===== config.mk =====
export PLATFORM = sky130hd
export DESIGN_NAME = salc_front
export DESIGN_NICKNAME = d
export VERILOG_FILES = /design/src/design/salc_pkg.sv /design/src/design/salc_front.sv
export SDC_FILE = /design/constraint.sdc
export NUM_CORES = 1
export LEC_CHECK = 0
export ABC_AREA = 1
export BUFFER_PORTS_ARGS = -buffer_cell sky130_fd_sc_hd__buf_2
export CORE_ASPECT_RATIO = 0.6
export CORE_MARGIN = 4
export CORE_UTILIZATION = 45
export DETAILED_ROUTE_END_ITERATION = 12
export PLACE_DENSITY = 0.69
export SYNTH_ARGS = -nofsm -noshare
export SYNTH_HDL_FRONTEND = slang
export SYNTH_SLANG_ARGS = --single-unit

===== constraint.sdc =====
create_clock -name i_clk -period 4.46 [get_ports i_clk]
set_input_delay 0.446 -clock i_clk [delete_from_list [all_inputs] [get_ports i_clk]]
set_output_delay 0.446 -clock i_clk [all_outputs]
set_load 0.02 [all_outputs]

===== src/design/salc_pkg.sv =====
`timescale 1ns / 1ps
// ----------------------------------------------------------------------------
// salc_pkg
// Shared types, constants and helpers for the set-associative LRU tag store.
// ----------------------------------------------------------------------------
package salc_pkg;

    localparam int MAX_SET_BITS = 6;
    localparam int MAX_WAYS     = 8;

    localparam int ADDR_W   = 64;
    localparam int TAG_W    = 64;
    localparam int STAMP_W  = 32;
    localparam int CNT_W    = 32;
    localparam int SET_W    = (MAX_SET_BITS > 0) ? MAX_SET_BITS : 1;
    localparam int NSETS    = 1 << MAX_SET_BITS;
    localparam int WAY_IW   = (MAX_WAYS > 1) ? $clog2(MAX_WAYS) : 1;
    localparam int WCNT_W   = $clog2(MAX_WAYS + 1);
    localparam int NPAIR    = (MAX_WAYS + 1) / 2;
    localparam int QDEPTH   = 2;
    localparam int QPTR_W   = (QDEPTH > 1) ? $clog2(QDEPTH) : 1;
    localparam int QCNT_W   = $clog2(QDEPTH + 1);

    localparam int SB_W     = 3;
    localparam int BB_W     = 5;
    localparam int WIU_W    = 4;
    localparam int CFG_IDX_W  = 2;
    localparam int CFG_DATA_W = 5;

    localparam int OUTCOME_W  = 2;
    localparam int WAY_USED_W = 3;
    localparam int OUT_BITS   = OUTCOME_W + WAY_USED_W + 2 * CNT_W;
    localparam int OUT_W      = ((OUT_BITS + 7) / 8) * 8;

    localparam logic [CFG_IDX_W-1:0] CFG_SET_BITS    = 2'd0;
    localparam logic [CFG_IDX_W-1:0] CFG_BLOCK_BITS  = 2'd1;
    localparam logic [CFG_IDX_W-1:0] CFG_WAYS_IN_USE = 2'd2;

    typedef enum logic [OUTCOME_W-1:0] {
        OC_HIT   = 2'd0,
        OC_COLD  = 2'd1,
        OC_EVICT = 2'd2
    } t_outcome;

    typedef enum logic [1:0] {
        S_CLEAR,
        S_IDLE,
        S_EVAL,
        S_WRITE
    } t_state;

    typedef struct packed {
        logic [TAG_W-1:0]  tag;
        logic [SET_W-1:0]  set;
        logic [WCNT_W-1:0] ways;
    } t_req;

    typedef struct packed {
        logic valid;
        t_req req;
    } t_qhead;

    typedef struct packed {
        logic [MAX_WAYS-1:0]              valid;
        logic [MAX_WAYS-1:0][STAMP_W-1:0] stamp;
        logic [MAX_WAYS-1:0][TAG_W-1:0]   tag;
    } t_row;

    typedef struct packed {
        logic               en;
        logic [STAMP_W-1:0] stamp;
        logic [WAY_IW-1:0]  way;
    } t_cand;

    function automatic logic [CNT_W-1:0] sat_inc(input logic [CNT_W-1:0] v);
        sat_inc = (v == '1) ? v : v + 1'b1;
    endfunction

    // a is the lower-numbered way and wins ties
    function automatic t_cand pick_old(input t_cand a, input t_cand b);
        pick_old = (a.en && (!b.en || a.stamp <= b.stamp)) ? a : b;
    endfunction

endpackage


===== src/design/salc_front.sv =====
`timescale 1ns / 1ps
// ----------------------------------------------------------------------------
// salc_front
// Configuration registers and address decode into set index and tag.
// ----------------------------------------------------------------------------
module salc_front (
    input  logic                             i_clk,
    input  logic                             i_rst_n,
    input  logic                             i_cfg_we,
    input  logic [salc_pkg::CFG_IDX_W-1:0]   i_cfg_idx,
    input  logic [salc_pkg::CFG_DATA_W-1:0]  i_cfg_wdata,
    input  logic [salc_pkg::ADDR_W-1:0]      i_addr,
    output salc_pkg::t_req                   o_req
);

    logic [salc_pkg::SB_W-1:0]   r_set_bits;
    logic [salc_pkg::BB_W-1:0]   r_block_bits;
    logic [salc_pkg::WIU_W-1:0]  r_ways_in_use;

    logic [salc_pkg::SB_W-1:0]   sb;
    logic [salc_pkg::BB_W:0]     tag_sh;
    logic [salc_pkg::ADDR_W-1:0] off_sh;
    logic [salc_pkg::SET_W-1:0]  set_mask;

    always_ff @(posedge i_clk) begin
        if (!i_rst_n) begin
            r_set_bits    <= '0;
            r_block_bits  <= '0;
            r_ways_in_use <= salc_pkg::WIU_W'(1);
        end else if (i_cfg_we) begin
            case (i_cfg_idx)
                salc_pkg::CFG_SET_BITS:    r_set_bits    <= i_cfg_wdata[salc_pkg::SB_W-1:0];
                salc_pkg::CFG_BLOCK_BITS:  r_block_bits  <= i_cfg_wdata[salc_pkg::BB_W-1:0];
                salc_pkg::CFG_WAYS_IN_USE: r_ways_in_use <= i_cfg_wdata[salc_pkg::WIU_W-1:0];
                default: ;
            endcase
        end
    end

    always_comb begin
        sb = (r_set_bits > salc_pkg::SB_W'(salc_pkg::MAX_SET_BITS))
             ? salc_pkg::SB_W'(salc_pkg::MAX_SET_BITS) : r_set_bits;
        tag_sh   = {1'b0, r_block_bits} + (salc_pkg::BB_W + 1)'(sb);
        off_sh   = i_addr >> r_block_bits;
        set_mask = ~({salc_pkg::SET_W{1'b1}} << sb);

        o_req.tag = i_addr >> tag_sh;
        o_req.set = off_sh[salc_pkg::SET_W-1:0] & set_mask;
        if (r_ways_in_use == '0) begin
            o_req.ways = salc_pkg::WCNT_W'(1);
        end else if (r_ways_in_use > salc_pkg::WIU_W'(salc_pkg::MAX_WAYS)) begin
            o_req.ways = salc_pkg::WCNT_W'(salc_pkg::MAX_WAYS);
        end else begin
            o_req.ways = salc_pkg::WCNT_W'(r_ways_in_use);
        end
    end

endmodule


# --- Yosys cells after proc, flatten, opt, wreduce, memory -nomap -nowiden ---
# Index checks and enable logic that the tools add are counted.
word_totals:
  ff_bits: 12
  output_inout_bits: 74
op_classes:
  n_eq_ne: 2
  n_reduce_logical: 5
  add_sub_neg: 1
  n_bitwise: 2
  order_cmp: 2
  shifts: 3
  muxes: 3
op_table:
  columns: ["cell", "count"]
  rows:
  - ["$shr 64x5->6", 1]
  - ["$shr 64x6->64", 1]
  - ["$mux 4", 2]
  - ["$add 5x3->6", 1]
  - ["$and 6x6->6", 1]
  - ["$not 6->6", 1]
  - ["$reduce_and 2->1", 3]
  - ["$shl 6x3->6 const A", 1]
  - ["$gt 4x4->1 const B", 1]
  - ["$logic_not 4->1", 1]
  - ["$gt 3x3->1 const B", 1]
  - ["$mux 3", 1]
  - ["$eq 2x1->1 const B", 1]
  - ["$eq 2x2->1 const B", 1]
  - ["$logic_not 2->1", 1]

# --- Longest topological paths before layout ---
logic_depth:
  ltp_word: 5
  ltp_mapped: 17
  mapped_depth_nobuf: 16

# --- Least setup slack after synthesis ---
# No wires, ideal clock.
synth_path:
  path_kind: "register -> output"
  startpoint: "register r_block_bits[1] (netlist name)"
  endpoint: "output o_req[51] (netlist name)"
  path_stages_with_launch: 14
  n_path_buf: 4
  arrival_time_ns: 2.877
  setup_slack_ns: 1.137
  cell_sequence: "dfxtp_1 > inv_1 > clkbuf_1 > buf_1 > fa_1 > inv_1 > clkbuf_1 > clkbuf_1 > nand3_1 > nand3_1 > nand3_1 > nand3_1 > nand2_1 > nor2_1"
synth_lines:
  columns: ["element", "line_no", "text"]
  rows:
  - ["start: declaration", "salc_front.sv:17", "logic [salc_pkg::BB_W-1:0] r_block_bits;"]
  - ["start signal: assignment", "salc_front.sv:33", "salc_pkg::CFG_BLOCK_BITS: r_block_bits <= i_cfg_wdata[salc_pkg::BB_W-1:0];"]
  - ["end: declaration", "salc_front.sv:13", "output salc_pkg::t_req o_req"]

==> qor.yml <==
run_status:
  result_of_the_run: "complete, no violations"
power_and_ir_drop:
  power.ir.vdd_worst_mv: 0.134
  cellPowerDensity_mw_per_mm2: 271
  power.leakage_nw: 3.65
layout:
  final-instance-count-excl-fill: 1563
  mostFrequentLayoutCell: "nand3_1"
  most-common-layout-cells: "nand3_1, nand2_1, buf_2"
  design_area_mm2: 0.00709
  post_route_cells_drive_above_1_share_pct: 14.4
  layout.nets: 1450
  multi_input_logic_area_mm2: 0.00524
  storage_cell_area_um2: 241
  fill_cells: 1533
  layout-area-overhead-vs-synth_pct: 12.9
  n_antenna_cell: 0
worst_setup_path:
  r2r_cells: 2
  cp_data_required_time_ns: 4.01
  timing.critical_path.arrival_ns: 3.52
  cp_max_fo: 39
  worst_setup_path_startpoint: "r_set_bits[1]$_SDFFE_PN0P_"
  critical_path.reg2reg.endpoint: "r_block_bits[3]$_SDFFE_PN0P_"
  timing.critical_path.slowest_cell_delay_ns: 0.53
  setup.worst_path.start_class: "register"
  crit_path_cell_trace: "nand2_2, nand2_2, inv_1, ha_1, inv_1, fa_2, clkinv_1, buf_12, nand3_1, nand3_1, nand3_1, nand3_1, nand3_1, nand2_1, buf_2"
  setup.worst_path.end_class: "output port"
  cp_slowest_cell: "fa_2"
  cpMostUsedCell: "nand3_1"
  timing.rr.start: "r_block_bits[3]$_SDFFE_PN0P_"
  worst_setup_path_endpoint: "o_req[35]"
  criticalPathCategory: "reg2out"
  regToRegSetupSlack_ns: 3.05
detailed_routing:
  drt_drc_violations_left: 0
  routed_wl_um: 26900
  detailedRoute.firstPassIterationCount: 6
  avgRoutedWirePerCell_um: 17.2
  drt-initial-drc-count: 1651
  via_count: 9622
  drt-vias-per-instance: 6.16
  ant_nets: 0
timing:
  grt_setup_unrepaired: "false"
  timing_worst_slew_pin_value_ns: 1.07
  setup-violations-final: 0
  max_freq_mhz: 252
  timing.setup.tns_ns: 0
  timing.clock.skew_ns: 0
  period_minus_slack_ns: 3.97
  post-route-worst-setup-slack_ns: 0.492
  worst_slew_margin_rel_pct: 28.5
  hold_ws_ns: 0.487
  maxSlewViolCount: 0
  post-route-period-util_pct: 89.0
  final-hold-violation-count: 0
synth:
  count_of_mapped_cells_out_of_synthesis: 1308
  async_flop_share_pct: 0
  post_synth.cell_area_avg_um2: 4.81
  count_of_cell_types_in_the_netlist: 32
  synth-edff-count: 0
  synth.cell_area_mm2: 0.00629
  synth-warning-count: 0
  seq_area_frac_synth_pct: 3.82
  synth_top_flop_cell: "dfxtp_1"
  syn-num-nets: 1386
  synthesis_stage_register_bit_count: 12
place:
  gp_congestion: 1.02
  post-place-cells: 1559
  placement.cell_area_mm2: 0.00701
  port_buffers: 147
  dp_hpwl_um: 20500
  place_worst_setup_slack_ns: 0.865
global_route:
  initial_antenna_violation_count: 0
  maximum_number_of_pins_on_one_net_before_global_route_repair: 74
  grt_first_pass_wirelength_um: 42400
  first_global_vias: 8132
  groute.usage.overall_pct: 31.7
  grt.overflow.total: 0
cts:
  cts.repair.resized: 0
  clock-sinks: 12
  clk_transition_reported_paths_ns: 0.04
  post-cts-setup-buffer-count: 0
  post_cts_hold_buffer_count: 0
  cts_inserted_buffers: 3
  tritoncts: "done"
  clk_latency_ns: 0.24
  cts_buffer_depth: 2
  clock_tree.root_cell: "clkbuf_16"
  clock_tree.htree_level_count: 1
floorplanning:
  die_area_mm2: 0.0160
  floorplan.initialDensity_pct: 46.0
  die_y_um: 99.6
  die_w_um: 161
  boundaryPins: 148
  std_cell_rows: 33
  floorplan.core_area_mm2: 0.0137
min_path:
  holdCritPathClass: "reg2reg"
job:
  cap_viol_max_count: 0
[Yosys cell counts, types with 5 or more instances]
library cell  count  area, um^2
a21oi_1          33         165
and3_1            5        31.3
buf_1            13        48.8
buf_2            23         115
buf_4             9        67.6
clkbuf_1         58         218
dfxtp_1          12         240
inv_1            86         323
inv_2             6        22.5
nand2_1         348        1310
nand3_1         547        2740
nand4_1           8        50.1
nor2_1           33         124
nor3_2            7        70.1
o211ai_1         15         113
o21ai_0          76         380
[cell type report]
| class | count | share of cell area, % |
|---|---|---|
| multi-input combinational | 1095 | 73.9 |
| sequential | 12 | 3.40 |
| timing repair buffer | 166 | 13.1 |
| inverter | 94 | 4.97 |
| tap | 192 | 3.39 |
| clock buffer | 4 | 1.25 |
[sequential cells by signal (all words and copies together), names as in the netlist]
signal,flops
r_block_bits,5
r_set_bits,3
r_ways_in_use,4
[worst max-delay path, delay by kind of cell (launching register included)]
kind / cells / cell delay, ns
adder cells (fa/ha/maj): 2 / 0.69
flip-flops: 1 / 0.36
AND/OR/NAND/NOR: 8 / 1.02
buffers and inverters: 5 / 1.22
[where the power goes]
part | leakage (nW) | switching [mW] | internal, mW
clock | 0.0442 | 0.0447 | 0.135
sequential | 0.0987 | 0.00889 | 0.114
combinational | 3.51 | 1.13 | 0.492
[worst min path at each step]
stage | from | end | slack, ns | cells past startpoint
floorplan | r_ways_in_use[2]$_SDFFE_PN0P_ | r_ways_in_use[2]$_SDFFE_PN0P_ | 0.44 | 2
global placement | r_ways_in_use[2]$_SDFFE_PN0P_ | r_ways_in_use[2]$_SDFFE_PN0P_ | 0.47 | 2
detailed placement | r_ways_in_use[2]$_SDFFE_PN0P_ | r_ways_in_use[2]$_SDFFE_PN0P_ | 0.47 | 2
CTS | i_rst_n | r_ways_in_use[0]$_SDFFE_PN1P_ | 0.48 | 2
global route | r_ways_in_use[1]$_SDFFE_PN0P_ | r_ways_in_use[1]$_SDFFE_PN0P_ | 0.51 | 2
finish | r_ways_in_use[1]$_SDFFE_PN0P_ | r_ways_in_use[1]$_SDFFE_PN0P_ | 0.49 | 2
[per-layer routing]
metal / global-route usage (%) / share of wire (%)
met2: 45.6 / 40
met5: 0 / 0
met1: 46.7 / 43
met4: 7.93 / 2.5
met3: 8.32 / 14
[stage by stage]
| step | power (mW) | util [%] |
|---|---|---|
| 2_1_floorplan | 1.23 | - |
| 3_3_place_gp | 1.70 | 51.3 |
| 3_5_place_dp | 1.70 | 51.3 |
| 4_1_cts | 1.89 | 51.9 |
| 5_1_grt | 2.08 | 51.9 |
| 6_report | 1.93 | 51.9 |
[logic make-up after synthesis]
| logic type | Yosys count | synth area share [%] |
|---|---|---|
| and+or+nand+nor | 959 | 70.0 |
| buffers and inverters | 201 | 13.5 |
| AOI/OAI and AO/OA | 129 | 11.0 |
| DFF | 12 | 3.82 |
| adders and majority gates | 4 | 0.916 |
| xor gates and xnor gates | 3 | 0.776 |
Note: power is estimated with default switching activity, not from simulation.
