--- config.mk ---
export PLATFORM = sky130hd
export DESIGN_NAME = salc_queue
export DESIGN_NICKNAME = d
export VERILOG_FILES = /design/src/design/salc_pkg.sv /design/src/design/salc_queue.sv
export SDC_FILE = /design/constraint.sdc
export NUM_CORES = 1
export LEC_CHECK = 0
export ABC_CLOCK_PERIOD_IN_PS = 7100
export BUFFER_PORTS_ARGS = -buffer_cell sky130_fd_sc_hd__buf_2
export CORE_MARGIN = 3
export CORE_UTILIZATION = 40
export CTS_BUF_LIST = sky130_fd_sc_hd__clkbuf_4 sky130_fd_sc_hd__clkbuf_8 sky130_fd_sc_hd__clkbuf_16
export DETAILED_ROUTE_END_ITERATION = 10
export GPL_TIMING_DRIVEN = 1
export SYNTH_ARGS = -nofsm -noshare
export SYNTH_HDL_FRONTEND = slang
export SYNTH_SLANG_ARGS = --single-unit
--- constraint.sdc ---
create_clock -name i_clk -period 7.1 [get_ports i_clk]
set_clock_uncertainty 0.2 [all_clocks]
set_input_delay 0.355 -clock i_clk [delete_from_list [all_inputs] [get_ports i_clk]]
set_output_delay 0.355 -clock i_clk [all_outputs]
set_load 0.005 [all_outputs]
--- src/design/salc_pkg.sv ---
`timescale 1ns / 1ps
// ----------------------------------------------------------------------------
// salc_pkg
// Shared types, constants and helpers for the set-associative LRU tag store.
// ----------------------------------------------------------------------------
package salc_pkg;

    localparam int MAX_SET_BITS = 6;
    localparam int MAX_WAYS     = 8;

    localparam int ADDR_W   = 64;
    localparam int TAG_W    = 64;
    localparam int STAMP_W  = 32;
    localparam int CNT_W    = 32;
    localparam int SET_W    = (MAX_SET_BITS > 0) ? MAX_SET_BITS : 1;
    localparam int NSETS    = 1 << MAX_SET_BITS;
    localparam int WAY_IW   = (MAX_WAYS > 1) ? $clog2(MAX_WAYS) : 1;
    localparam int WCNT_W   = $clog2(MAX_WAYS + 1);
    localparam int NPAIR    = (MAX_WAYS + 1) / 2;
    localparam int QDEPTH   = 2;
    localparam int QPTR_W   = (QDEPTH > 1) ? $clog2(QDEPTH) : 1;
    localparam int QCNT_W   = $clog2(QDEPTH + 1);

    localparam int SB_W     = 3;
    localparam int BB_W     = 5;
    localparam int WIU_W    = 4;
    localparam int CFG_IDX_W  = 2;
    localparam int CFG_DATA_W = 5;

    localparam int OUTCOME_W  = 2;
    localparam int WAY_USED_W = 3;
    localparam int OUT_BITS   = OUTCOME_W + WAY_USED_W + 2 * CNT_W;
    localparam int OUT_W      = ((OUT_BITS + 7) / 8) * 8;

    localparam logic [CFG_IDX_W-1:0] CFG_SET_BITS    = 2'd0;
    localparam logic [CFG_IDX_W-1:0] CFG_BLOCK_BITS  = 2'd1;
    localparam logic [CFG_IDX_W-1:0] CFG_WAYS_IN_USE = 2'd2;

    typedef enum logic [OUTCOME_W-1:0] {
        OC_HIT   = 2'd0,
        OC_COLD  = 2'd1,
        OC_EVICT = 2'd2
    } t_outcome;

    typedef enum logic [1:0] {
        S_CLEAR,
        S_IDLE,
        S_EVAL,
        S_WRITE
    } t_state;

    typedef struct packed {
        logic [TAG_W-1:0]  tag;
        logic [SET_W-1:0]  set;
        logic [WCNT_W-1:0] ways;
    } t_req;

    typedef struct packed {
        logic valid;
        t_req req;
    } t_qhead;

    typedef struct packed {
        logic [MAX_WAYS-1:0]              valid;
        logic [MAX_WAYS-1:0][STAMP_W-1:0] stamp;
        logic [MAX_WAYS-1:0][TAG_W-1:0]   tag;
    } t_row;

    typedef struct packed {
        logic               en;
        logic [STAMP_W-1:0] stamp;
        logic [WAY_IW-1:0]  way;
    } t_cand;

    function automatic logic [CNT_W-1:0] sat_inc(input logic [CNT_W-1:0] v);
        sat_inc = (v == '1) ? v : v + 1'b1;
    endfunction

    // a is the lower-numbered way and wins ties
    function automatic t_cand pick_old(input t_cand a, input t_cand b);
        pick_old = (a.en && (!b.en || a.stamp <= b.stamp)) ? a : b;
    endfunction

endpackage

--- src/design/salc_queue.sv ---
`timescale 1ns / 1ps
// ----------------------------------------------------------------------------
// salc_queue
// Short request queue between the decode front and the tag store back.
// ----------------------------------------------------------------------------
module salc_queue (
    input  logic            i_clk,
    input  logic            i_rst_n,
    input  logic            i_push,
    input  salc_pkg::t_req  i_req,
    output logic            o_full,
    input  logic            i_pop,
    output salc_pkg::t_qhead o_head
);

    salc_pkg::t_req                r_mem [salc_pkg::QDEPTH];
    logic [salc_pkg::QPTR_W-1:0]   r_wptr, n_wptr;
    logic [salc_pkg::QPTR_W-1:0]   r_rptr, n_rptr;
    logic [salc_pkg::QCNT_W-1:0]   r_cnt,  n_cnt;
    logic                          do_push, do_pop;

    always_comb begin
        o_full       = (r_cnt == salc_pkg::QCNT_W'(salc_pkg::QDEPTH));
        o_head.valid = (r_cnt != '0);
        o_head.req   = r_mem[r_rptr];
        do_push      = i_push && !o_full;
        do_pop       = i_pop && o_head.valid;
        n_wptr = r_wptr;
        n_rptr = r_rptr;
        if (do_push) begin
            n_wptr = (r_wptr == salc_pkg::QPTR_W'(salc_pkg::QDEPTH - 1)) ? '0 : r_wptr + 1'b1;
        end
        if (do_pop) begin
            n_rptr = (r_rptr == salc_pkg::QPTR_W'(salc_pkg::QDEPTH - 1)) ? '0 : r_rptr + 1'b1;
        end
        n_cnt = r_cnt + salc_pkg::QCNT_W'(do_push) - salc_pkg::QCNT_W'(do_pop);
    end

    always_ff @(posedge i_clk) begin
        if (!i_rst_n) begin
            r_wptr <= '0;
            r_rptr <= '0;
            r_cnt  <= '0;
        end else begin
            r_wptr <= n_wptr;
            r_rptr <= n_rptr;
            r_cnt  <= n_cnt;
        end
    end

    always_ff @(posedge i_clk) begin
        if (do_push) begin
            r_mem[r_wptr] <= i_req;
        end
    end

endmodule

* Word level (Yosys, flattened, before mapping) *
Memory sizes are Yosys's and may differ from the RTL's. A register that Yosys moved wholly into a read port is not among the register bits.
Cells that the tools add are included.

storage, ports and cells
  memories = 1
  bits of input ports = 78
  latch bits = 0
  logic and storage cells = 19
  output and inout port bits = 76
  bits in writable memories = 148
  register bits after elaboration = 4
  memory bits (read-only) = 0

operators by class
  equal/unequal tests = 1
  bitwise operators = 0
  divide/modulo/power cells = 0
  multiply operators = 0
  muxes and demuxes = 6
  reduce and logical (&&, ||, !) cells = 4
  $lt $le $gt $ge = 0
  shifts and indexed selects = 0
  add/subtract/negate cells = 4

memory list
  name   depth  bits a word  read ports  clocked after memory_dff  write ports  line              RTL
  r_mem  2      74           1           1                         1            salc_queue.sv:16  salc_pkg::t_req r_mem [salc_pkg::QDEPTH];

operator list
  cell                                         count
  1-bit two-way mux                            6
  1-bit adder (second input constant)          2
  2-bit by 1-bit adder with 2-bit output       1
  2-bit == test (second input constant)        1
  1-bit logical AND                            2
  2-bit nonzero test                           1
  2-bit by 1-bit subtractor with 2-bit output  1
  1-bit logical NOT                            1

* Longest topological paths before layout *
Gate-level depths: netlist (run 1).

  word-level depth = 5
  gate-level depth with buffers = 8
  depth with buffers taken out = 8

* Worst setup path after synthesis (run 1) *
OpenSTA, ideal clock, no wires.

  path type = flip-flop to flip-flop
  start = register r_cnt[0] (netlist bit)
  end = memory r_mem[0][0] (netlist bit) (enable)
  clock period less this slack = 4.376 ns
  stages on the path, launching flop included = 4
  buffers on the path = 0
  library setup time = 0.507 ns
  setup slack = 2.724 ns
  data arrival time = 3.670 ns
  data required time = 6.393 ns
  path through = dfxtp_1 -> nand2b_1 -> nand2_1 -> nor2_1

on the way
  longest elaborated chain between the ends = 5

ends and longest elaborated chain
  element                                  line              RTL
  start, declared                          salc_queue.sv:19  logic [salc_pkg::QCNT_W-1:0] r_cnt, n_cnt;
  start signal, assigned                   salc_queue.sv:47  r_cnt <= n_cnt;
  2-bit == test                            salc_queue.sv:23  o_full = (r_cnt == salc_pkg::QCNT_W'(salc_pkg::QDEPTH));
  1-bit logical NOT                        salc_queue.sv:26  do_push = i_push && !o_full;
  1-bit logical AND                        salc_queue.sv:26
  1-bit two-way mux                        salc_queue.sv:52  if (do_push) begin
  1-bit two-way mux (implied by the code)  salc_queue.sv:53  r_mem[r_wptr] <= i_req;
  end, declared                            salc_queue.sv:16

Every way passes these cells.

==> qor.txt, run 1 <==
status: finished clean
critical path class: reg -> out
leading cell types in the layout, fill and taps excluded: buf_2 (153), edfxtp_1 (148), dlygate4sd3_1 (75), mux2_4 (60), clkbuf_16 (17)
synthesized instance count: 257
number of CTS-inserted buffers: 17
net load switching power: 707 µW
Core Box Area: 14000 µm²
depth of the worst hold-timing path: 3
post-CTS clock slew at the launch and capture registers of the worst setup and hold paths: 0.06 ns
Synth Warn #: 0
element type at the critical path end: primary output
first-pass detailed-route iteration total: 4
maximum number of pins on one net before global-route repair: 75
Compound-Gate Fraction of Synth Area: 0.129%
Startpoint Class: flop
post-detailed-route DRC marker count: 0
average detailed-routed wire length per instance: 15.6 µm
TritonCTS clock tree: done
total number of vias: 3098
clock latency of the later-clocked register in the worst-skew pair: 0.41 ns
ratio of cells with drive above 1 in the final layout: 52.0%
largest fanout on the critical path: 45
number of gates given a new drive strength after cts: 0
Worst R2R Start: r_cnt[0]
antenna violations before repair: 1
synthesized net count: 337
1st-iter DRT viols: 227
effective utilization at floorplan: 41.5%
data required time of the worst path: 6.55 ns
remaining antenna violation count after routing: 0
Hold Crit Start: i_push
normalized max-slew margin: 30.8%
total negative setup slack: 0 ns
overall global routing resource usage: 14.0%
weighted congestion at the end of routability-driven global placement: 0.689
I/O Pins: 154
DIE WIDTH: 127 µm
area grow syn2layout: 39.9%
Via-to-Cell Ratio: 4.47
combinational group share of total power: 24.2%
leading cell type in the layout, fill and taps excluded: buf_2
max-cap viol count: 0
buffers inserted by post-CTS timing repair: 0
Power Internal: 2160 µW
part of the Yosys area used for sequential elements: 78.0%
site row count: 43
total power density per cell area: 351 nW/µm²
summed instance area of the synthesized netlist: 5820 µm²
Hold Path Class: in -> reg
area of placed instances: 6770 µm²
post-detailed-routing wire length: 10800 µm
worst slew pin tran: 1.04 ns
via count of the first global-routing pass: 3421
Final Hold Viols: 0
number of library cell types mapped by synthesis: 19
aggregate global routing overflow: 0
Post-Layout Inst Area: 8150 µm²
final period utilization: 41.3%
Post-Place Setup Slack: 4.56 ns
number of flip-flops and latches in the synthesized netlist: 153
delay of the slowest critical-path stage: 0.74 ns
number of buffers on the longest clock path: 2
adder-cell share of the synthesized area: 0.430%
net switching share of the total power: 24.7%
H-tree depth reported by CTS: 4
Critical Path AT: 2.38 ns
leakage component of the power: 0.00322 µW
number of nets at the end of the flow: 579
relative contribution of the clock network to total power: 32.7%
area share of xor/xnor cells in the synthesized design: 0.301%
slowest CP cell: buf_4
worst vdd rail ir drop: 0.000223 V
Cell Count Post-Placement: 585
cells along the critical path: buf_4 -> mux2_4 -> buf_2
share of cell area taken by muxes after synthesis: 18.3%
basic-gate share of the synthesized area counting and, or, nand and nor cells: 1.12%
Flop pwr share: 43.1%
DIE AREA: 16000 µm²
buffers added on ports: 153
number of setup violations in the final report: 0
library cell used as clock root buffer: clkbuf_16
least setup slack across all paths after layout: 4.17 ns
non-filler instance count after layout: 693
unrepaired setup endpoints after global routing: no
R2R cell count: 4
Sink Count: 153
pins over their slew limit: 0
Die Ht: 127 µm
wire length of the first global-routing pass: 17000 µm
synthesized area per cell: 22.7 µm²
time the final worst path needs with I/O delays and setup: 2.93 ns
peak clock frequency supported by timing: 341 MHz
dominant combinational cell family by area after synthesis: multiplexers
-- power by group through the flow --
stage          clock (µW)  combinational (µW)  sequential [µW]
2_1_floorplan           0                 470             1220
3_3_place_gp            0                 669             1250
3_5_place_dp            0                 674             1260
4_1_cts               958                 710             1240
5_1_grt              1000                 750             1250
6_report              936                 692             1230
-- metal layers --
layer	vias up	routed length [µm]	track usage (%)	part of all wire [%]
met5	-	0	0	0
met3	15	704	5.18	6.5
li1	1491	-	-	-
met1	1482	4800	17.1	44
met4	0	200	5.87	1.9
met2	110	5110	22.4	47
-- worst max-delay path: cells and delay by family (launching register included) --
family / cells / cell delay (ns)
buffers and inverters: 2 / 0.87
DFF: 1 / 0.67
muxes: 1 / 0.36
-- through the flow --
stage	utilization [%]	hold WS [ns]	total power, µW
5_1_grt	58.0	0.171	3000
6_report	58.0	0.153	2860
3_5_place_dp	48.2	0.312	1930
2_1_floorplan	-	0.254	1690
3_3_place_gp	48.2	0.295	1920
4_1_cts	58.0	0.139	2900
-- cell families (layout without fill, tap and decap cells) --
| family | count (synthesis) | after routing |
|---|---|---|
| buffers and inverters | 11 | 266 |
| AOI/OAI and AO/OA | 1 | 1 |
| muxes | 75 | 75 |
| xor gates and xnor gates | 2 | 2 |
| and+or+nand+nor | 13 | 13 |
| adders and majority gates | 2 | 2 |
| other | 0 | 1 |
| DFF | 153 | 153 |
-- cells in the mapped netlist (all sizes together) --
library cell | instances | area [µm²]
and2 | 2 | 12.5
and3 | 1 | 6.26
buf | 8 | 83.8
dfxtp | 5 | 100
edfxtp | 148 | 4440
ha | 2 | 25.0
inv | 3 | 11.3
mux2 | 74 | 1060
mux2i | 1 | 10.0
nand2 | 2 | 7.51
nand2b | 2 | 12.5
nor2 | 4 | 15.0
nor3 | 1 | 5.00
o21a | 1 | 7.51
or2 | 1 | 6.26
xnor2 | 1 | 8.76
xor2 | 1 | 8.76
-- area by class of cell --
type / count / area, µm²
clock buffers: 17 / 425
flip-flops and latches: 153 / 4550
diodes: 1 / 2.50
inverters: 3 / 11.3
clock inverters: 15 / 200
multi-input cells: 93 / 1200
repair buffers: 231 / 1540
well taps: 180 / 225
fillers: 1067 / 5890
-- sequential cells by signal (all words and copies together) (netlist names), named ones only --
register  count
r_cnt         2
r_rptr        1
r_mem       148
r_wptr        1
-- worst paths after layout --
path	to	slack (ns)
worst min-delay path	r_wptr	0.15
worst max-delay path	o_head[13]	4.17
worst max register to register	r_mem[0][5]	4.89
worst min register to register	flop	0.32
-- what timing repair did --
action	4_1_cts	5_1_grt
setup endpoints to repair	0	0
hold buffers	75	0
endpoints found under the hold margin	149	0
Power figures use the tool's default switching activity.
==> inputs of run 2 (changes only) <==
ABC_AREA = 1   (was not set)
ABC_CLOCK_PERIOD_IN_PS = 2400   (was 7100)
PLACE_DENSITY = 0.66   (was not set)
clock period = 2.4 ns   (was 7.1 ns; I/O delays follow)
==> qor.txt, run 2 <==
maximum number of pins on one net before global-route repair: 75 (unchanged)
Biggest register: r_mem
number of setup violations in the final report: 0 (unchanged)
slowest CP cell: dfxtp_4
share of cell area taken by muxes after synthesis: 18.1% (-0.21 points)
overall global routing resource usage: 13.7% (-0.25 points)
Critical Path AT: 1.79 ns (-0.59 ns)
Regs by FF count: r_mem x148, r_cnt x2
part of the Yosys area used for sequential elements: 77.9% (-0.15 points)
ratio of cells with drive above 1 in the final layout: 50.7% (-1.3 points)
most area-hungry cell type in the Yosys netlist: edfxtp_1
number of flip-flops and latches in the synthesized netlist: 153 (unchanged)
number of gates given a new drive strength after cts: 0 (unchanged)
library cell with the highest instance count after synthesis: edfxtp_1
number of library cell types mapped by synthesis: 12 (-7)
element type at the critical path end: primary output
dominant combinational cell family by area after synthesis: multiplexers
area share of xor/xnor cells in the synthesized design: 0% (-0.30 points)
critical path class: reg -> out
via count of the first global-routing pass: 3423 (+0.058%)
number of buffers on the longest clock path: 2 (unchanged)
leading cell types in the layout, fill and taps excluded: buf_2 (153), edfxtp_1 (148), dlygate4sd3_1 (77), mux2_4 (60), clkbuf_16 (17)
synthesized instance count: 268 (+4.3%)
Final Hold Viols: 0 (unchanged)
average detailed-routed wire length per instance: 15.0 µm (-3.7%)
status: finished clean
Post-Layout Inst Area: 8280 µm² (+1.7%)
synthesized net count: 348 (+3.3%)
site row count: 43 (unchanged)
most used flip-flop cell after synthesis: edfxtp_1
delay of the slowest critical-path stage: 0.63 ns (-0.11 ns)
Via-to-Cell Ratio: 4.53 (+1.4%)
total of fill cells in the finished design: 1041 (-2.4%)
post-CTS clock slew at the launch and capture registers of the worst setup and hold paths: 0.06 ns (about the same)
total negative setup slack: 0 ns (unchanged)
count of flip-flops with a built-in enable after synthesis: 148 (unchanged)
share of flip-flops with an asynchronous set or reset: 0% (unchanged)
max-cap viol count: 0 (unchanged)
leakage component of the power: 0.00330 µW (+2.4%)
placed wire-length estimate: 6560 µm
area grow syn2layout: 42.0%
peak clock frequency supported by timing: 475 MHz
Sink Count: 153 (unchanged)
antenna violations before repair: 0 (-1)
library cell used as clock root buffer: clkbuf_16
Antenna Diode Count: 0 (-1)
1st-iter DRT viols: 154 (-32%)
end-of-flow core utilization: 58.8% (+0.75 points)
aggregate global routing overflow: 0 (unchanged)
Die Ht: 127 µm (about the same)
final period utilization: 87.7%
Compound-Gate Fraction of Synth Area: 0.172% (+0.043 points)
most numerous cell types in the synthesized netlist: edfxtp_1 (148), mux2_4 (60), mux2_2 (14)
Synth Warn #: 0 (unchanged)
top cell type's share of synthesized area: 76.2% (-0.15 points)
largest fanout on the critical path: 26 (-42%)
wire length of the first global-routing pass: 16700 µm (-2.1%)
unrepaired setup endpoints after global routing: no
summed instance area of the synthesized netlist: 5830 µm² (+0.19%)
Core Box Area: 14100 µm² (+0.38%)
number of CTS-inserted buffers: 17 (unchanged)
DIE WIDTH: 127 µm (about the same)
buffers added on ports: 153 (unchanged)
synthesized area per cell: 21.8 µm² (-3.9%)
number of flip-flops in the largest register: 148 (unchanged)
clock latency of the later-clocked register in the worst-skew pair: 0.42 ns (about the same)
leading cell type in the layout, fill and taps excluded: buf_2
remaining antenna violation count after routing: 0 (unchanged)
worst vdd rail ir drop: 0.000518 V (+130%)
DIE AREA: 16100 µm² (+0.18%)
TritonCTS clock tree: done
Hold Path Class: in -> reg
post-detailed-route DRC marker count: 0 (unchanged)
first-pass detailed-route iteration total: 5 (+1)
adder-cell share of the synthesized area: 0.429% (-0.00083 points)
I/O Pins: 154 (unchanged)
basic-gate share of the synthesized area counting and, or, nand and nor cells: 1.35% (+0.23 points)
total number of vias: 3214 (+3.7%)
top area cells in the synthesized netlist: edfxtp_1 (76%), mux2_4 (15%), mux2_2 (2.7%), dfxtp_1 (1.7%), buf_6 (1.4%)
number of nets at the end of the flow: 596 (+2.9%)
cells along the critical path: buf_4 -> mux2_4 -> buf_2
total power density per cell area: 999 nW/µm² (+180%)
pins over their slew limit: 0 (unchanged)
area of placed instances: 6870 µm² (+1.5%)
Startpoint Class: flop
time the final worst path needs with I/O delays and setup: 2.11 ns
post-detailed-routing wire length: 10700 µm (-1.5%)
minimum setup slack among reg-to-reg paths: 0.54 ns (-4.35 ns)
weighted congestion at the end of routability-driven global placement: 0.664 (-3.7%)
worst slew pin tran: 0.443 ns (-0.596 ns)
effective utilization at floorplan: 41.4% (-0.078 points)
H-tree depth reported by CTS: 4 (unchanged)
normalized max-slew margin: 70.5% (+40 points)
data required time of the worst path: 2.08 ns (-4.47 ns)
-- run 2: stage by stage --
| step | power (µW) | cells | hold WS (ns) | worst slack, ns |
|---|---|---|---|---|
| 2_1_floorplan | 4720 | 268 | 0.0135 | 0.0997 |
| 3_3_place_gp | 5380 | 600 | 0.109 | 0.590 |
| 3_5_place_dp | 5430 | 600 | 0.112 | 0.540 |
| 4_1_cts | 8380 | 709 | 0.200 | 0.245 |
| 5_1_grt | 8670 | 709 | 0.204 | 0.211 |
| 6_report | 8280 | 709 | 0.218 | 0.295 |
-- run 2: cell type report --
class | instances | area (µm²) | area share, %
well taps | 180 | 225 | 2.72
repair buffers | 237 | 1650 | 19.9
inverters | 9 | 37.5 | 0.453
multi-input cells | 98 | 1180 | 14.2
clock inverters | 13 | 201 | 2.43
clock buffers | 19 | 440 | 5.32
flip-flops and latches | 153 | 4550 | 54.9
-- run 2: layer usage --
metal / track usage, % / wire length [µm]
met1: 14.8 / 4300
met2: 23.7 / 5490
met3: 4.63 / 611
met4: 7.32 / 254
met5: 0 / 0
-- run 2: worst paths after layout --
check / cells after the start / end / start
min: 2 / r_mem[1][61] / i_req[61]
max: 3 / o_head[16] / flop
max reg2reg: 5 / r_mem[1][57] / r_cnt[0]
min reg2reg: 2 / flop / r_rptr
-- run 2: power by group --
part	switching, µW	leakage, µW	internal (µW)	total, µW
Clock	989	0.000311	1860	2850
Combinational	804	0.00156	1070	1880
Sequential	161	0.00142	3390	3550
-- run 2: worst max-delay path, delay by kind of cell (launching register included) --
family / cells / cell delay, ns
muxes: 1 / 0.32
buffers and inverters: 2 / 0.41
DFF: 1 / 0.63
-- run 2: logic make-up after synthesis --
logic type               count (synthesis)
multiplexers                            74
AND/OR/NAND/NOR                         20
adder cells (fa/ha/maj)                  2
buffers and inverters                   17
flip-flops                             153
AO/OA/AOI/OAI                            2
-- run 2: what timing repair did --
item | in CTS | in global routing
hold buffers | 77 | 0
buffers inserted | 0 | 0
endpoints found under the setup margin | 0 | 0
hold endpoints to repair | 153 | 0
==> inputs of run 3 (changes only) <==
CORE_ASPECT_RATIO = 0.8   (was not set)
==> qor.txt, run 3 (synthesized netlist as in run 2, its figures left out) <==
status: finished clean
post-CTS clock slew at the launch and capture registers of the worst setup and hold paths: 0.06 ns (about the same)
Biggest register: r_mem
total number of vias: 3230 (+0.50%)
antenna violations before repair: 0 (unchanged)
Sink Count: 153 (unchanged)
TritonCTS clock tree: done
aggregate global routing overflow: 0 (unchanged)
buffers inserted by post-CTS timing repair: 0 (unchanged)
minimum setup slack among reg-to-reg paths: 0.54 ns (about the same)
net load switching power: 1920 µW (-1.6%)
Final Hold Viols: 0 (unchanged)
Post-Layout Inst Area: 8220 µm² (-0.79%)
post-detailed-route DRC marker count: 0 (unchanged)
worst slew pin tran: 0.425 ns (-0.0182 ns)
data required time of the worst path: 2.08 ns (about the same)
routed length on met3: 912 µm (+49%)
number of gates given a new drive strength after cts: 0 (unchanged)
clock latency of the later-clocked register in the worst-skew pair: 0.42 ns (about the same)
combinational group share of total power: 23.5% (+0.8 points)
unrepaired setup endpoints after global routing: no
total negative setup slack: 0 ns (unchanged)
number of setup violations in the final report: 0 (unchanged)
site row count: 38 (-12%)
total power density per cell area: 978 nW/µm² (-2.1%)
area of placed instances: 6860 µm² (-0.11%)
Core Box Area: 13900 µm² (-1.2%)
DIE AREA: 16100 µm² (about the same)
max-cap viol count: 0 (unchanged)
overall global routing resource usage: 14.4% (+0.68 points)
effective utilization at floorplan: 41.9% (+0.49 points)
leakage component of the power: 0.00326 µW (-0.99%)
leading cell types in the layout, fill and taps excluded: buf_2 (153), edfxtp_1 (148), dlygate4sd3_1 (77), mux2_4 (60), clkbuf_16 (17)
Antenna Diode Count: 0 (unchanged)
Startpoint Class: flop
worst vdd rail ir drop: 0.000635 V (+23%)
net switching share of the total power: 23.9% (+0.29 points)
final period utilization: 89.9% (+2.1 points)
via count of the first global-routing pass: 3407 (-0.47%)
Critical Path Sink: o_head[49]
critical path class: reg -> out
wire length of the first global-routing pass: 17500 µm (+4.7%)
destination of the worst register-to-register timing path: r_cnt[1]
R2R cell count: 10 (+5)
Regs by FF count: r_mem x148, r_cnt x2
Post-Route M1 WL: 4820 µm (+12%)
first-pass detailed-route iteration total: 4 (-1)
maximum number of pins on one net before global-route repair: 50 (-33%)
area grow syn2layout: 40.9%
time the final worst path needs with I/O delays and setup: 2.16 ns (+0.0513 ns)
number of CTS-inserted buffers: 17 (unchanged)
uppermost metal layer occupied by signal nets: met4
Worst R2R Start: r_cnt[0]
Die Ht: 114 µm (-10%)
I/O Pins: 154 (unchanged)
element type at the critical path end: primary output
average detailed-routed wire length per instance: 15.8 µm (+5.0%)
total of fill cells in the finished design: 1025 (-1.5%)
peak clock frequency supported by timing: 464 MHz (-2.4%)
post-detailed-routing wire length: 11200 µm (+4.8%)
Power Internal: 6120 µW (-3.2%)
ratio of cells with drive above 1 in the final layout: 49.6% (-1.0 points)
Via-to-Cell Ratio: 4.56 (+0.64%)
remaining antenna violation count after routing: 0 (unchanged)
buffers added on ports: 153 (unchanged)
pins over their slew limit: 0 (unchanged)
leading cell type in the layout, fill and taps excluded: buf_2
Hold Path Class: in -> reg
relative contribution of the clock network to total power: 32.3% (-2.1 points)
placed wire-length estimate: 6970 µm (+6.3%)
1st-iter DRT viols: 159 (+3.2%)
DIE WIDTH: 141 µm (+11%)
Critical Path AT: 1.84 ns (+0.05 ns)
H-tree depth reported by CTS: 4 (unchanged)
number of flip-flops in the largest register: 148 (unchanged)
weighted congestion at the end of routability-driven global placement: 0.699 (+5.3%)
DR WL met2: 5300 µm (-3.3%)
number of buffers on the longest clock path: 2 (unchanged)
number of nets at the end of the flow: 595 (-0.17%)
library cell used as clock root buffer: clkbuf_16
Flop pwr share: 44.2% (+1.3 points)
largest fanout on the critical path: 34 (+31%)
normalized max-slew margin: 71.7% (+1.2 points)
[run 3: cell types whose count changed in the layout (fill, tap and decap cells not counted), sizes merged]
cell	change
clkbuf	+2
buf	-1
clkinv	+1
bufinv	-2
clkinvlp	-1
[run 3: area by class of cell]
class / instances / area, µm² / share of cell area (%)
Multi-Input combinational cell: 98 / 1180 / 14.4
Tap cell: 180 / 225 / 2.74
Inverter: 9 / 37.5 / 0.457
Clock inverter: 11 / 129 / 1.57
Clock buffer: 21 / 455 / 5.54
Sequential cell: 153 / 4550 / 55.3
Timing Repair Buffer: 236 / 1640 / 20.0
[run 3: power groups by stage]
stage	sequential [µW]	clock, µW	combinational, µW
finish	3550	2600	1890
global route	3590	2800	2060
CTS	3560	2670	1930
detailed placement	3610	0	1810
global placement	3590	0	1790
floorplan	3530	0	1190
[run 3: worst max-delay path, stage by stage, from the launching register on]
cell and delay, ns:
dfxtp_4 0.62, buf_12 0.32, mux2_4 0.34, buf_2 0.13
[run 3: how the worst min path moves through the flow]
stage              start      endpoint  cells past startpoint
5_1_grt        i_req[56]  r_mem[1][56]                      2
3_3_place_gp   i_req[72]  r_mem[0][72]                      1
2_1_floorplan    i_rst_n      r_cnt[0]                      2
4_1_cts        i_req[72]  r_mem[0][72]                      2
6_report       i_req[64]  r_mem[1][64]                      2
3_5_place_dp   i_req[53]  r_mem[1][53]                      1
[run 3: repair_timing]
item / 4_1_cts / 5_1_grt
hold buffers: 77 / 0
endpoints found under the hold margin: 153 / 0
endpoints found under the setup margin: 0 / 0
[run 3: through the flow]
stage / instances / setup WS, ns / total power, µW / hold WS (ns) / utilization, %
global route: 708 / 0.159 / 8450 / 0.201 / 59.0
finish: 708 / 0.243 / 8040 / 0.223 / 59.0
detailed placement: 599 / 0.622 / 5430 / 0.112 / 49.3
floorplan: 268 / 0.0997 / 4720 / 0.0135 / -
global placement: 599 / 0.643 / 5390 / 0.108 / 49.3
CTS: 708 / 0.192 / 8160 / 0.204 / 59.0
[run 3: metal layers]
| layer | vias to the layer above | global-route usage, % |
|---|---|---|
| li1 | 1532 | - |
| met1 | 1560 | 17.6 |
| met2 | 126 | 23.4 |
| met3 | 12 | 5.87 |
| met4 | 0 | 4.97 |
| met5 | - | 0 |
